--- src/hdl/msli_pkg.sv ---
// shared types and constants of the multi servo linear interpolator
package msli_pkg;

   localparam int NUM_CH  = 4;
   localparam int CH_W    = 2;
   localparam int ANGLE_W = 8;
   localparam int TGT_W   = 9;
   localparam int CMD_W   = 2;

   localparam int CH_SHOULDER = 0;
   localparam int CH_ELBOW    = 1;
   localparam int CH_WRIST    = 2;
   localparam int CH_GRIP     = 3;

   localparam logic [ANGLE_W-1:0] RESET_ANGLE = 8'd90;

   typedef enum logic [CMD_W-1:0] {
      CMD_TICK  = 2'd0,
      CMD_START = 2'd1,
      CMD_MOVE  = 2'd2,
      CMD_NONE  = 2'd3
   } cmd_type;

endpackage

--- src/hdl/msli_div.sv ---
// bit-serial restoring divider, one quotient bit per cycle
module msli_div #(
   parameter int DVS_W = 16,
   parameter int SH_W  = 16,
   parameter int CNT_W = 5
) (
   input  logic             clock,
   input  logic             reset,
   input  logic             start,
   input  logic [CNT_W-1:0] iter_count,
   input  logic [DVS_W-1:0] rem_init,
   input  logic [SH_W-1:0]  bits_in,
   input  logic [DVS_W-1:0] divisor,
   output logic             done,
   output logic [SH_W-1:0]  quotient
);

   logic             busy_ff, busy_in;
   logic             done_ff, done_in;
   logic [CNT_W-1:0] cnt_ff, cnt_in;
   logic [DVS_W-1:0] rem_ff, rem_in;
   logic [DVS_W-1:0] dvs_ff, dvs_in;
   logic [SH_W-1:0]  sh_ff, sh_in;
   logic [SH_W-1:0]  q_ff, q_in;
   logic [DVS_W:0]   rem_t;
   logic [DVS_W:0]   diff;
   logic             ge;

   // rem_ff stays below the divisor, so the trial value fits one extra bit
   assign rem_t = {rem_ff, sh_ff[SH_W-1]};
   assign ge    = rem_t >= {1'b0, dvs_ff};
   assign diff  = rem_t - {1'b0, dvs_ff};

   always_comb begin
      busy_in = busy_ff;
      done_in = 1'b0;
      cnt_in  = cnt_ff;
      rem_in  = rem_ff;
      dvs_in  = dvs_ff;
      sh_in   = sh_ff;
      q_in    = q_ff;
      if (start) begin
         busy_in = 1'b1;
         cnt_in  = iter_count;
         rem_in  = rem_init;
         dvs_in  = divisor;
         sh_in   = bits_in;
         q_in    = '0;
      end else if (busy_ff) begin
         rem_in = ge ? diff[DVS_W-1:0] : rem_t[DVS_W-1:0];
         sh_in  = {sh_ff[SH_W-2:0], 1'b0};
         q_in   = {q_ff[SH_W-2:0], ge};
         cnt_in = cnt_ff - 1'b1;
         if (cnt_ff == CNT_W'(1)) begin
            busy_in = 1'b0;
            done_in = 1'b1;
         end
      end
   end

   always_ff @(posedge clock) begin
      if (reset) begin
         busy_ff <= 1'b0;
         done_ff <= 1'b0;
         cnt_ff  <= '0;
      end else begin
         busy_ff <= busy_in;
         done_ff <= done_in;
         cnt_ff  <= cnt_in;
      end
      rem_ff <= rem_in;
      dvs_ff <= dvs_in;
      sh_ff  <= sh_in;
      q_ff   <= q_in;
   end

   assign done     = done_ff;
   assign quotient = q_ff;

endmodule

--- src/hdl/multi_servo_linear_interpolator.sv ---
// top level of the four channel servo angle interpolator
// Four servo channels (shoulder, elbow, wrist, grip) are moved in straight lines from their
// current angles to new targets. A start transaction latches the current angles, takes the
// targets of the enabled channels and sets the step count to duration_ms / TICK_MS; every
// later tick transaction advances one step and each enabled channel goes to
// start - ((start - target) * i) / steps, truncated toward zero. Shoulder is enabled for a
// target of 0 or more, the other channels for a target above 0. A zero step count jumps
// straight to the targets. An immediate move sets the angles at once (grip only for a
// target above 0) and cancels any motion. Each request transaction gives exactly one
// response transaction. The step count comes from a reciprocal multiply of the duration
// at the accepting edge. One serial divider, producing one quotient bit per cycle, does the
// interpolation division, and the block takes no new request while it works: a start passes
// the sizing state, a tick the multiply, load and divide states per enabled channel
// (only multiply if disabled), and each request ends in the output state. A stalled response
// holds the sequencer in its output state for as long as the stall lasts. A finished
// response waits in the output register, so a new request is taken while it is stalled.
module multi_servo_linear_interpolator #(
   parameter int TICK_MS       = 10,
   parameter int DURATION_BITS = 16
) (
   input  logic                                   clock,
   input  logic                                   reset,
   input  logic                                   req_valid,
   output logic                                   req_stall,
   input  logic [msli_pkg::CMD_W-1:0]             req_cmd,
   input  logic signed [msli_pkg::TGT_W-1:0]      req_target_shoulder,
   input  logic signed [msli_pkg::TGT_W-1:0]      req_target_elbow,
   input  logic signed [msli_pkg::TGT_W-1:0]      req_target_wrist,
   input  logic signed [msli_pkg::TGT_W-1:0]      req_target_grip,
   input  logic [DURATION_BITS-1:0]               req_duration_ms,
   output logic                                   rsp_valid,
   input  logic                                   rsp_stall,
   output logic [msli_pkg::ANGLE_W-1:0]           rsp_angle_shoulder,
   output logic [msli_pkg::ANGLE_W-1:0]           rsp_angle_elbow,
   output logic [msli_pkg::ANGLE_W-1:0]           rsp_angle_wrist,
   output logic [msli_pkg::ANGLE_W-1:0]           rsp_angle_grip,
   output logic                                   rsp_moving,
   output logic                                   rsp_finished
);

   import msli_pkg::*;

   // step count never exceeds duration, so it fits DURATION_BITS
   localparam int DB        = DURATION_BITS;
   localparam int CNT_W     = $clog2(ANGLE_W + 1);
   localparam int PROD_W    = ANGLE_W + DB;
   localparam int LOW_SHIFT = DB - ANGLE_W;

   // duration / TICK_MS as a reciprocal multiply: M = ceil(2^S / TICK_MS) with
   // S = DB + ceil(log2 TICK_MS) is exact for every DB-bit duration
   localparam int     RECIP_S = DB + $clog2(TICK_MS);
   localparam int     RECIP_W = DB + 2;
   localparam int     DPROD_W = DB + RECIP_W;
   localparam longint RECIP_M = ((longint'(1) << RECIP_S) + longint'(TICK_MS) - 1)
                                / longint'(TICK_MS);

   typedef enum logic [5:0] {
      ST_IDLE  = 6'b000001,
      ST_STEPS = 6'b000010,
      ST_MUL   = 6'b000100,
      ST_LOAD  = 6'b001000,
      ST_DIV   = 6'b010000,
      ST_OUT   = 6'b100000
   } state_type;

   state_type state_ff, state_in;

   // channel state
   logic [ANGLE_W-1:0] servo_ff [NUM_CH];
   logic [ANGLE_W-1:0] servo_in [NUM_CH];
   logic [ANGLE_W-1:0] start_ff [NUM_CH];
   logic [ANGLE_W-1:0] start_in [NUM_CH];
   logic [ANGLE_W-1:0] goal_ff  [NUM_CH];
   logic [ANGLE_W-1:0] goal_in  [NUM_CH];
   logic [NUM_CH-1:0]  enable_ff, enable_in;
   logic [DB-1:0]      total_ff, total_in;
   logic [DB-1:0]      idx_ff, idx_in;
   logic               active_ff, active_in;
   logic               fin_ff, fin_in;
   logic [CH_W-1:0]    ch_ff, ch_in;

   // per channel arithmetic
   logic [PROD_W-1:0]  prod_ff, prod_in;
   logic               neg_ff, neg_in;
   logic [ANGLE_W-1:0] mag;
   logic [ANGLE_W-1:0] q_mag;

   // step count of a start transaction
   logic [DPROD_W-1:0] dur_prod;
   logic [DB-1:0]      dur_steps;

   // response register
   logic               rsp_valid_ff, rsp_valid_in;
   logic [ANGLE_W-1:0] rsp_angle_ff [NUM_CH];
   logic [ANGLE_W-1:0] rsp_angle_in [NUM_CH];
   logic               rsp_moving_ff, rsp_moving_in;
   logic               rsp_fin_ff, rsp_fin_in;

   // request targets as a small array
   logic signed [TGT_W-1:0] tgt [NUM_CH];
   logic [NUM_CH-1:0]       tgt_en;

   // divider hookup
   logic                div_start;
   logic [CNT_W-1:0]    div_count;
   logic [DB-1:0]       div_rem_init;
   logic [DB-1:0]       div_bits;
   logic [DB-1:0]       div_divisor;
   logic                div_done;
   logic [DB-1:0]       div_q;
   logic                ch_done;

   assign tgt[CH_SHOULDER] = req_target_shoulder;
   assign tgt[CH_ELBOW]    = req_target_elbow;
   assign tgt[CH_WRIST]    = req_target_wrist;
   assign tgt[CH_GRIP]     = req_target_grip;

   // shoulder accepts zero, the others need a positive target
   always_comb begin
      for (int k = 0; k < NUM_CH; k++) begin
         if (k == CH_SHOULDER) begin
            tgt_en[k] = ~tgt[k][TGT_W-1];
         end else begin
            tgt_en[k] = ~tgt[k][TGT_W-1] && (tgt[k] != '0);
         end
      end
   end

   // step count taken straight from the request at the accepting edge
   assign dur_prod  = DPROD_W'(req_duration_ms) * DPROD_W'(RECIP_M);
   assign dur_steps = DB'(dur_prod >> RECIP_S);

   // distance of the current channel and its quotient magnitude
   assign mag   = (start_ff[ch_ff] >= goal_ff[ch_ff]) ? start_ff[ch_ff] - goal_ff[ch_ff]
                                                     : goal_ff[ch_ff] - start_ff[ch_ff];
   assign q_mag = div_q[ANGLE_W-1:0];

   // interpolation divides |distance| * i by the step count, whose quotient fits
   // ANGLE_W bits, so the upper product bits preload the remainder
   assign div_count    = CNT_W'(ANGLE_W);
   assign div_rem_init = prod_ff[PROD_W-1:ANGLE_W];
   assign div_bits     = DB'(prod_ff[ANGLE_W-1:0]) << LOW_SHIFT;
   assign div_divisor  = total_ff;

   msli_div #(
      .DVS_W (DB),
      .SH_W  (DB),
      .CNT_W (CNT_W)
   ) u_div (
      .clock      (clock),
      .reset      (reset),
      .start      (div_start),
      .iter_count (div_count),
      .rem_init   (div_rem_init),
      .bits_in    (div_bits),
      .divisor    (div_divisor),
      .done       (div_done),
      .quotient   (div_q)
   );

   // sequencer
   always_comb begin
      state_in      = state_ff;
      servo_in      = servo_ff;
      start_in      = start_ff;
      goal_in       = goal_ff;
      enable_in     = enable_ff;
      total_in      = total_ff;
      idx_in        = idx_ff;
      active_in     = active_ff;
      fin_in        = fin_ff;
      ch_in         = ch_ff;
      prod_in       = prod_ff;
      neg_in        = neg_ff;
      rsp_valid_in  = rsp_valid_ff && rsp_stall;
      rsp_angle_in  = rsp_angle_ff;
      rsp_moving_in = rsp_moving_ff;
      rsp_fin_in    = rsp_fin_ff;
      div_start     = 1'b0;
      ch_done       = 1'b0;

      unique case (state_ff)
         ST_IDLE: begin
            if (req_valid) begin
               fin_in = 1'b0;
               unique case (req_cmd)
                  CMD_START: begin
                     // latch start points and goals, then size the move
                     for (int k = 0; k < NUM_CH; k++) begin
                        start_in[k] = servo_ff[k];
                        if (tgt_en[k]) begin
                           goal_in[k] = tgt[k][ANGLE_W-1:0];
                        end
                     end
                     enable_in = tgt_en;
                     total_in  = dur_steps;
                     idx_in    = '0;
                     state_in  = ST_STEPS;
                  end
                  CMD_TICK: begin
                     if (active_ff && (total_ff != '0) && (idx_ff < total_ff)) begin
                        idx_in   = idx_ff + 1'b1;
                        ch_in    = '0;
                        state_in = ST_MUL;
                     end else begin
                        active_in = 1'b0;
                        state_in  = ST_OUT;
                     end
                  end
                  CMD_MOVE: begin
                     // negative targets land as zero; grip only moves for a positive one
                     for (int k = 0; k < NUM_CH; k++) begin
                        if (k != CH_GRIP || tgt_en[k]) begin
                           servo_in[k] = tgt[k][TGT_W-1] ? '0 : tgt[k][ANGLE_W-1:0];
                        end
                     end
                     active_in = 1'b0;
                     state_in  = ST_OUT;
                  end
                  default: begin
                     state_in = ST_OUT;
                  end
               endcase
            end
         end
         ST_STEPS: begin
            if (total_ff == '0) begin
               // no steps: jump to the goals right away
               for (int k = 0; k < NUM_CH; k++) begin
                  if (enable_ff[k]) begin
                     servo_in[k] = goal_ff[k];
                  end
               end
               active_in = 1'b0;
               fin_in    = 1'b1;
            end else begin
               active_in = 1'b1;
            end
            state_in = ST_OUT;
         end
         ST_MUL: begin
            if (enable_ff[ch_ff]) begin
               prod_in  = PROD_W'(mag) * PROD_W'(idx_ff);
               neg_in   = start_ff[ch_ff] < goal_ff[ch_ff];
               state_in = ST_LOAD;
            end else begin
               ch_done = 1'b1;
            end
         end
         ST_LOAD: begin
            div_start = 1'b1;
            state_in  = ST_DIV;
         end
         ST_DIV: begin
            if (div_done) begin
               // moving up when the goal lies above the start
               servo_in[ch_ff] = neg_ff ? start_ff[ch_ff] + q_mag : start_ff[ch_ff] - q_mag;
               ch_done         = 1'b1;
            end
         end
         ST_OUT: begin
            if (!rsp_valid_ff || !rsp_stall) begin
               rsp_valid_in  = 1'b1;
               rsp_angle_in  = servo_ff;
               rsp_moving_in = active_ff;
               rsp_fin_in    = fin_ff;
               state_in      = ST_IDLE;
            end
         end
         default: begin
            state_in = ST_IDLE;
         end
      endcase

      // move on to the next channel or wrap up the tick
      if (ch_done) begin
         if (ch_ff == CH_W'(NUM_CH - 1)) begin
            if (idx_ff >= total_ff) begin
               active_in = 1'b0;
               fin_in    = 1'b1;
            end
            state_in = ST_OUT;
         end else begin
            ch_in    = ch_ff + 1'b1;
            state_in = ST_MUL;
         end
      end
   end

   always_ff @(posedge clock) begin
      if (reset) begin
         state_ff     <= ST_IDLE;
         for (int k = 0; k < NUM_CH; k++) begin
            servo_ff[k] <= RESET_ANGLE;
         end
         enable_ff    <= '0;
         total_ff     <= '0;
         idx_ff       <= '0;
         active_ff    <= 1'b0;
         fin_ff       <= 1'b0;
         ch_ff        <= '0;
         rsp_valid_ff <= 1'b0;
      end else begin
         state_ff     <= state_in;
         servo_ff     <= servo_in;
         enable_ff    <= enable_in;
         total_ff     <= total_in;
         idx_ff       <= idx_in;
         active_ff    <= active_in;
         fin_ff       <= fin_in;
         ch_ff        <= ch_in;
         rsp_valid_ff <= rsp_valid_in;
      end
      start_ff      <= start_in;
      goal_ff       <= goal_in;
      prod_ff       <= prod_in;
      neg_ff        <= neg_in;
      rsp_angle_ff  <= rsp_angle_in;
      rsp_moving_ff <= rsp_moving_in;
      rsp_fin_ff    <= rsp_fin_in;
   end

   // new requests only while the sequencer is idle
   assign req_stall          = (state_ff != ST_IDLE);
   assign rsp_valid          = rsp_valid_ff;
   assign rsp_angle_shoulder = rsp_angle_ff[CH_SHOULDER];
   assign rsp_angle_elbow    = rsp_angle_ff[CH_ELBOW];
   assign rsp_angle_wrist    = rsp_angle_ff[CH_WRIST];
   assign rsp_angle_grip     = rsp_angle_ff[CH_GRIP];
   assign rsp_moving         = rsp_moving_ff;
   assign rsp_finished       = rsp_fin_ff;

endmodule
--- config.mk ---
export PLATFORM = sky130hd
export DESIGN_NAME = multi_servo_linear_interpolator
export DESIGN_NICKNAME = d
export VERILOG_FILES = /design/src/hdl/msli_pkg.sv /design/src/hdl/msli_div.sv /design/src/hdl/multi_servo_linear_interpolator.sv
export SDC_FILE = /design/constraint.sdc
export NUM_CORES = 1
export LEC_CHECK = 0
export ABC_CLOCK_PERIOD_IN_PS = 10100
export BUFFER_PORTS_ARGS = -buffer_cell sky130_fd_sc_hd__buf_2
export CAP_MARGIN = 20
export CELL_PAD_IN_SITES_DETAIL_PLACEMENT = 1
export CELL_PAD_IN_SITES_GLOBAL_PLACEMENT = 2
export CORE_ASPECT_RATIO = 0.8
export CORE_MARGIN = 4
export CORE_UTILIZATION = 42
export CTS_CLUSTER_DIAMETER = 150
export DETAILED_ROUTE_END_ITERATION = 8
export PLACE_DENSITY = 0.83
export SYNTH_ARGS = -nofsm -noshare
export SYNTH_HDL_FRONTEND = slang
export SYNTH_HIERARCHICAL = 1
export SYNTH_SLANG_ARGS = --single-unit
--- constraint.sdc ---
create_clock -name clock -period 10.1 [get_ports clock]
set_input_delay 1.01 -clock clock [delete_from_list [all_inputs] [get_ports clock]]
set_output_delay 1.01 -clock clock [all_outputs]
set_load 0.01 [all_outputs]
==> Word-level counts from Yosys, hierarchy flattened <==
Index checks and enable logic that the tools add are counted.
{ "word_totals": {"register_bits": 250, "inputBits": 58, "output_inout_bits": 36} }
{ "classes": {"n_addsub": 8, "multipliers": 2, "order_cmp": 8, "eq_ne": 25, "muxes": 74, "bitwise_logic": 6, "reduce_logical": 34} }
{ "op_table": {"columns": ["operator", "count"], "rows": [
  ["$mux W32", 4],
  ["$mux W8", 16],
  ["$mux W16", 6],
  ["$pmux W32 S3", 1],
  ["$mux W6", 6],
  ["$pmux W6 S6", 1],
  ["$bmux W8 S2", 2],
  ["$bwmux W32", 1],
  ["$mul A16 B16 Y32 const B", 1],
  ["$pmux W16 S2", 1],
  ["$reduce_bool A9 Y1", 3],
  ["$mul A8 B16 Y24", 1],
  ["$reduce_and A4 Y1", 6],
  ["$sub A8 B8 Y8", 3],
  ["$mux W1", 21],
  ["$ne A2 B2 Y1 const B", 10],
  ["$reduce_and A6 Y1", 3],
  ["$ge A17 B13 Y1", 1],
  ["$add A16 B1 Y16 const B", 1],
  ["$demux W8 S2", 1],
  ["$ge A16 B13 Y1", 1],
  ["$logic_not A16 Y1", 1],
  ["$lt A16 B13 Y1", 1],
  ["$reduce_bool A16 Y1", 1],
  ["39 further kinds", 64]
]} }

==> Depth between registers and ports, before layout <==
Gate-level depths: netlist of run 1.
{ "logic_depth": {"word_depth": 10, "depth_mapped": 34, "ltp_nobuf": 30} }

==> Hierarchy <==
Netlist of run 1, hierarchy kept.
{ "modules_own_cells": {"columns": ["module", "n_inst", "cells_per_inst", "area_each_um2", "seq_area_each_um2"], "rows": [
  ["multi_servo_linear_interpolator", 1, 1834, 18360.1, 5215.0],
  ["msli_div", 1, 348, 3927.5, 1881.8]
]} }

==> Worst setup path after synthesis of run 1 <==
Ideal clock, no wire load.
{ "synth_path": {"path_type": "register to register", "startpoint": "reg ch_ff[0]", "endpoint": "reg prod_ff[23] (data pin)", "arrival_ns": 8.096, "required_time_ns": 9.840, "setup_slack_ns": 1.745, "path_stages_with_launch": 31, "path_buffers": 5, "period_less_slack_ns": 8.355, "path_cell_list": "dfxtp_1 -> buf_2 -> clkbuf_1 -> mux4_2 -> inv_1 -> ha_1 -> inv_1 -> fa_1 -> a21o_1 -> a211oi_1 -> o21bai_1 -> buf_4 -> mux2_2 -> or2_1 -> clkbuf_1 -> buf_2 -> o311ai_1 -> fa_1 -> fa_1 -> fa_1 -> inv_1 -> fa_1 -> inv_1 -> ha_1 -> or2_2 -> o2111ai_1 -> a21oi_1 -> or3_1 -> a31o_2 -> a21oi_1 -> xnor2_1"} }
{ "synth_via": {"elab_chain_len": 7, "elab_cells_between_ends": 12, "classes_between": "add/sub (2); mul (1); order compare (1); mux (7); bitwise (1)"} }
{ "synth_rtl": {"columns": ["item", "line", "text"], "rows": [
  ["start, declared", "multi_servo_linear_interpolator.sv:80", "logic [CH_W-1:0] ch_ff, ch_in;"],
  ["start signal, assigned", "multi_servo_linear_interpolator.sv:311", "ch_ff <= ch_in;"],
  ["$not A2 Y3 (not written as such) (*)", "multi_servo_linear_interpolator.sv:134, multi_servo_linear_interpolator.sv:135", null],
  ["$bmux W8 S2", "multi_servo_linear_interpolator.sv:134, multi_servo_linear_interpolator.sv:135", null],
  ["$mux W8 (not written as such) (2 in series)", "multi_servo_linear_interpolator.sv:134, multi_servo_linear_interpolator.sv:135", null],
  ["$sub A8 B8 Y8, or another cell as far along", "multi_servo_linear_interpolator.sv:135", ": goal_ff[ch_ff] - start_ff[ch_ff];"],
  ["$mux W8 (*)", "multi_servo_linear_interpolator.sv:134", "assign mag = (start_ff[ch_ff] >= goal_ff[ch_ff]) ? start_ff[ch_ff] - goal_ff[ch_ff]"],
  ["$mul A8 B16 Y24 (*)", "multi_servo_linear_interpolator.sv:243", "prod_in = PROD_W'(mag) * PROD_W'(idx_ff);"],
  ["end signal, assigned", "multi_servo_linear_interpolator.sv:316", "prod_ff <= prod_in;"],
  ["end, declared", "multi_servo_linear_interpolator.sv:83", "logic [PROD_W-1:0] prod_ff, prod_in;"]
]} }
Mark *: on every way between the ends. The rest lies on a longest branch, timed or not. The select of a mux whose other input is x is not followed.
A chain may end at the register's enable or synchronous reset.

==> Worst setup path after layout of run 1 <==
Ends and elaborated chain as after synthesis.

==> results.json, run 1 <==
{
  "tightest_slew_ns": 1.053,
  "setup-tns-final_ns": 0,
  "dr.pass1.iters": 6,
  "yosysWarnings": 6,
  "p_seq_share_pct": 28.9,
  "rrSetupSlack_ns": 0.86,
  "min_period_ns": 9.236,
  "routed-via-count": 16670,
  "core_um2": 51480,
  "tritoncts": "built",
  "syn_area_per_cell_um2": 10.20,
  "ff2ff_path_depth": 26,
  "final_hold_viol_count": 0,
  "grt_overflow": 0,
  "drv_cap": 0,
  "port_buffers": 93,
  "cp.arrival_ns": 9.56,
  "fin_nets": 2687,
  "netlist_area_um2": 22020,
  "numClockSinks": 261,
  "worstPathRequired_ns": 10.42,
  "p_leak_uw": 0.01063,
  "rsz0062_at_grt": "false",
  "cts_buffer_depth": 3,
  "min_period_over_period_pct": 91.44,
  "critical_path.slowest_cell": "dfxtp_1",
  "cp_max_fo": 33,
  "viasPerCell": 5.679,
  "fin_util_pct": 47.11,
  "r2r-end": "prod_ff[23]$_DFFE_PP_",
  "cts_buffers": 30,
  "clk_latency_ns": 0.62,
  "vdd_drop_max_mv": 0.2855,
  "power_density_nw_per_um2": 174.6,
  "power_switching_uw": 1661,
  "finalMaxSlewViolations": 0,
  "min_path_cells": 0,
  "hold_buffers": 0,
  "post_cts_buffers": 0,
  "clkTransAtPathRegs_ns": 0.07,
  "root_buffer": "clkbuf_16",
  "ant_nets": 0,
  "wire_per_inst_um": 21.95,
  "dp_hpwl_mm": 50.96,
  "hold_path.startpoint": "active_ff$_SDFF_PP0_",
  "holdPathEnd": "rsp_moving$_DFFE_PP_",
  "setup_viol": 0,
  "path_delay_family": "adder cells",
  "crit_type": "register to register",
  "syn_to_final_growth_pct": 10.15,
  "grt_usage_pct": 22.84,
  "grt_pass1_wl_mm": 101.8,
  "io-pin-count": 94,
  "fillers": 5756,
  "drive_gt1_share_pct": 11.24,
  "relSlewSlack_pct": 29.51,
  "drtIter0Drc": 1363,
  "cts_htree_levels": 1,
  "r2r-start": "ch_ff[0]$_SDFF_PP0_",
  "path_buf_inv": 5,
  "grt_pass1_vias": 17430,
  "end_kind": "register",
  "p_clk_share_pct": 27.3,
  "place_congestion": 0.9556,
  "antenna_found_initial": 1,
  "cts.repair.resized": 0,
  "finClkSkew_ns": 0.06097,
  "drcViolationCount": 0,
  "wl_mm": 64.45,
  "switching_share_pct": 39.24,
  "chipWidth_um": 264.0,
  "critPathMaxStageDelay_ns": 0.79,
  "grt_max_degree": 63,
  "status": "finished clean",
  "p_int_uw": 2573,
  "dieArea_um2": 56170,
  "fmax_mhz": 108.3,
  "dieHeight_um": 212.8,
  "netlist_instances": 2158,
  "start_kind": "register",
  "rows": 74,
  "initial_core_util_pct": 42.77,
  "min_path_type": "register to register",
  "comb_power_share_pct": 43.7
}
sequential cells by signal, indices dropped and copies added, names as in the netlist, 6 cells and up:
signal,flops
goal_ff,32
u_div/dvs_ff,16
prod_ff,24
u_div/rem_ff,16
rsp_angle_shoulder,8
idx_ff,16
start_ff,32
rsp_angle_wrist,8
servo_ff,32
div_divisor,13
u_div/sh_ff,16
state_ff,6
u_div/quotient,8
rsp_angle_elbow,8
rsp_angle_grip,8
routing by layer:
metal,GRT usage [%],wire length [um]
met5,0,14
met4,3.205,876
met3,4.032,4498
met2,34.32,27170
met1,35.40,31890
worst reg2reg max path, cell delays in order, from the launching register on:
cell	delay [ns]
dfxtp_1	0.79
buf_4	0.35
mux4_2	0.56
inv_1	0.09
ha_1	0.51
nand2_1	0.15
o21ai_1	0.26
o21bai_1	0.26
mux2_2	0.64
or2_1	0.59
nor3_1	0.12
nor3_1	0.40
fa_1	0.49
fa_1	0.55
inv_1	0.06
fa_1	0.53
inv_1	0.05
fa_1	0.53
inv_1	0.04
ha_1	0.23
or2_2	0.31
o2111ai_1	0.26
a21oi_1	0.20
or3_1	0.45
a31o_2	0.25
a21oi_1	0.18
xnor2_1	0.08
cells in the final DEF (no fill, tap or decap), types with 21 or more instances in the layout:
cell type,n
clkbuf_16,30
nor2_1,150
edfxtp_1,171
xor2_1,30
buf_4,21
nor2b_1,31
mux2_2,26
ha_1,233
a21oi_1,98
buf_2,94
xnor2_1,45
nand2_1,120
o21ai_0,35
and2_1,74
nor3_1,40
fa_1,169
a222oi_1,24
a211o_1,22
a21o_1,27
dfxtp_1,90
nand3_1,24
inv_1,330
layout make-up:
class	count	area [um^2]	area share, %
multi-input combinational	1487	13530	55.77
sequential	261	6937	28.60
inverter	331	1242	5.123
tap	684	855.8	3.529
clock buffer	33	772.0	3.183
timing repair buffer	116	648.1	2.672
clock inverter	23	269.0	1.109
antenna	1	2.502	0.01032
worst max-delay path by stage:
stage                         from                     to  slack, ns  depth (start not counted)
5_1_grt        ch_ff[0]$_SDFF_PP0_  prod_ff[21]$_DFFE_PP_       0.22                         28
3_5_place_dp   ch_ff[0]$_SDFF_PP0_  prod_ff[23]$_DFFE_PP_       0.89                         26
3_3_place_gp   ch_ff[0]$_SDFF_PP0_  prod_ff[23]$_DFFE_PP_       1.17                         27
2_1_floorplan  ch_ff[0]$_SDFF_PP0_  prod_ff[23]$_DFFE_PP_       1.74                         30
6_report       ch_ff[0]$_SDFF_PP0_  prod_ff[23]$_DFFE_PP_       0.86                         26
4_1_cts        ch_ff[0]$_SDFF_PP0_  prod_ff[23]$_DFFE_PP_       0.79                         26
stage by stage:
stage / power, uW / hold WS (ns) / cell area [um^2] / cells / worst slack (ns)
after floorplan: 2519 / 0.4082 / 22070 / 2171 / 1.745
after global placement: 3045 / 0.4519 / 23180 / 2876 / 1.171
after detailed placement: 3099 / 0.4466 / 23180 / 2877 / 0.8885
after CTS: 4280 / 0.4678 / 24220 / 2933 / 0.7928
after global routing: 4567 / 0.4746 / 24250 / 2935 / 0.2249
final: 4234 / 0.4670 / 24250 / 2936 / 0.8643
power groups by stage:
stage	logic [uW]	clock network (uW)	registers, uW
after floorplan	1300	0	1220
after global placement	1800	0	1250
after detailed placement	1850	0	1250
after CTS	1880	1180	1220
after global routing	2110	1230	1230
final	1850	1160	1230
(Power assumes the default switching activity.)
==> run 2: changes to the inputs <==
ABC_AREA = 1   (was default)
CORE_UTILIZATION = 39   (was 42)
==> run 2 against run 1 <==
Against the previous run: cell area rose by 4.9%; combinational power up 23%; largest cell class unchanged; clock-buffer cell count grew 1; clock power about the same; synthesized area rose by 5.2%; critical endpoint is now prod_ff[18]$_DFFE_PP_.
==> results.json, run 2 <==
{
  "drtIter0Drc": 1384,
  "min_period_ns": 7.869,
  "rrSetupSlack_ns": 2.23,
  "root_buffer": "clkbuf_16",
  "vdd_drop_max_mv": 0.1462,
  "syn_to_final_growth_pct": 9.765,
  "switching_share_pct": 44.12,
  "wire_per_inst_um": 20.58,
  "busiest_layer": "met2",
  "syn_area_per_cell_um2": 8.067,
  "dp_hpwl_mm": 62.93,
  "p_clk_share_pct": 24.3,
  "grt_use_met2_pct": 36.79,
  "grt_pass1_vias": 20650,
  "chipWidth_um": 280.5,
  "antenna_found_initial": 1,
  "cts_buffers": 29,
  "dieArea_um2": 63390,
  "start_kind": "register",
  "dr.pass1.iters": 6,
  "end_kind": "register",
  "path_buf_inv": 8,
  "grt.met1_usage_pct": 36.72,
  "p_seq_share_pct": 26.7,
  "final_hold_viol_count": 0,
  "final_common_cell": "nand2_1",
  "clk_latency_ns": 0.60,
  "min_period_over_period_pct": 77.91,
  "grt_max_degree": 51,
  "cts_buffer_depth": 3,
  "finalPower_uw": 4650,
  "critPathMostFrequentCell": "inv_1",
  "yosysWarnings": 6,
  "grt_pass1_wl_mm": 119.8,
  "comb_power_share_pct": 49.0,
  "finalMaxSlewViolations": 0,
  "grt_usage_pct": 24.31,
  "cts_htree_levels": 1,
  "cp.arrival_ns": 8.21,
  "worstPathRequired_ns": 10.44,
  "p_leak_uw": 0.01241,
  "rows": 79,
  "drive_gt1_share_pct": 7.284,
  "clkTransAtPathRegs_ns": 0.07,
  "finClkSkew_ns": 0.02123,
  "fillers": 7174,
  "drcViolationCount": 0,
  "post_cts_buffers": 0,
  "viasPerCell": 5.256,
  "power_switching_uw": 2052,
  "initial_core_util_pct": 39.59,
  "drv_cap": 0,
  "r2r-end": "prod_ff[18]$_DFFE_PP_",
  "numClockSinks": 261,
  "tritoncts": "built",
  "critPathMaxStageDelay_ns": 0.75,
  "port_buffers": 93,
  "cp_max_fo": 43,
  "status": "finished clean",
  "hold_path.startpoint": "div_divisor[6]$_SDFFE_PP0P_",
  "crit_type": "register to register",
  "reg_top3": "goal_ff (32), servo_ff (32), start_ff (32)",
  "relSlewSlack_pct": 28.56,
  "layout_common_cells": "655 x nand2_1, 520 x inv_1, 276 x nor2_1",
  "grt_overflow": 0,
  "dieHeight_um": 226.0,
  "netlist_instances": 2872,
  "netlist_area_um2": 23170,
  "rsz0062_at_grt": "false",
  "setup-tns-final_ns": 0,
  "power_density_nw_per_um2": 182.9,
  "place_congestion": 0.9502,
  "ff2ff_path_depth": 30,
  "path_delay_family": "adder cells",
  "use_met3_pct": 4.579,
  "ant_nets": 0,
  "diodes": 0,
  "min_path_cells": 0,
  "tightest_slew_ns": 1.068,
  "fmax_mhz": 127.1,
  "p_int_uw": 2599,
  "wl_mm": 77.14,
  "cts.repair.resized": 0,
  "min_path_type": "register to register",
  "setup_viol": 0,
  "routed-via-count": 19700,
  "fin_nets": 3416,
  "hold_buffers": 0,
  "holdPathEnd": "u_div/dvs_ff[6]$_DFFE_PP_",
  "r2r-start": "ch_ff[0]$_SDFF_PP0_",
  "io-pin-count": 94,
  "critical_path.slowest_cell": "inv_1",
  "core_um2": 58520
}
[run 2: power groups by stage]
stage | combinational (uW) | sequential (uW) | clock (uW)
after floorplan | 1590 | 1240 | 0
after global placement | 2210 | 1260 | 0
after detailed placement | 2270 | 1260 | 0
after CTS | 2290 | 1240 | 1150
after global routing | 2630 | 1250 | 1190
final | 2280 | 1240 | 1130
[run 2: through the flow]
step	hold WS [ns]	utilization (%)	cell area, um^2	setup WS, ns	std cells
global route	0.4527	43.46	25430	1.557	3748
finish	0.4317	43.46	25430	2.231	3748
floorplan	0.4082	-	23220	3.562	2885
CTS	0.4309	43.42	25410	2.284	3747
global placement	0.4156	41.72	24410	2.639	3693
detailed placement	0.4162	41.72	24410	2.369	3693
[run 2: worst max-delay path by stage]
stage,start,to,slack (ns),cells after the start
2_1_floorplan,ch_ff[0]$_SDFF_PP0_,prod_ff[22]$_DFFE_PP_,3.56,33
3_3_place_gp,ch_ff[0]$_SDFF_PP0_,prod_ff[18]$_DFFE_PP_,2.64,30
3_5_place_dp,ch_ff[0]$_SDFF_PP0_,prod_ff[18]$_DFFE_PP_,2.37,30
4_1_cts,ch_ff[0]$_SDFF_PP0_,prod_ff[18]$_DFFE_PP_,2.28,30
5_1_grt,ch_ff[0]$_SDFF_PP0_,prod_ff[18]$_DFFE_PP_,1.56,30
6_report,ch_ff[0]$_SDFF_PP0_,prod_ff[18]$_DFFE_PP_,2.23,30
[run 2: layout make-up]
type | count | area, um^2 | share of cell area [%]
clock inverter | 20 | 220.2 | 0.8660
tap | 769 | 962.2 | 3.784
sequential | 261 | 6937 | 27.28
timing repair buffer | 106 | 575.6 | 2.263
clock buffer | 34 | 774.5 | 3.046
multi-input combinational | 2021 | 13940 | 54.82
inverter | 537 | 2019 | 7.941
[run 2: worst reg2reg max path, delay by kind of cell, from the launching register on]
kind | cells | cell delay [ns]
xor gates and xnor gates | 1 | 0.14
buffers and inverters | 8 | 1.57
DFF | 1 | 0.30
and+or+nand+nor | 8 | 1.02
adders and majority gates | 6 | 2.87
AOI/OAI and AO/OA | 7 | 1.72
[run 2: routing by layer]
| layer | routed length, um | vias to the layer above |
|---|---|---|
| met5 | 13 | - |
| met3 | 5022 | 84 |
| met1 | 38080 | 9816 |
| li1 | - | 9331 |
| met4 | 1390 | 2 |
| met2 | 32630 | 467 |
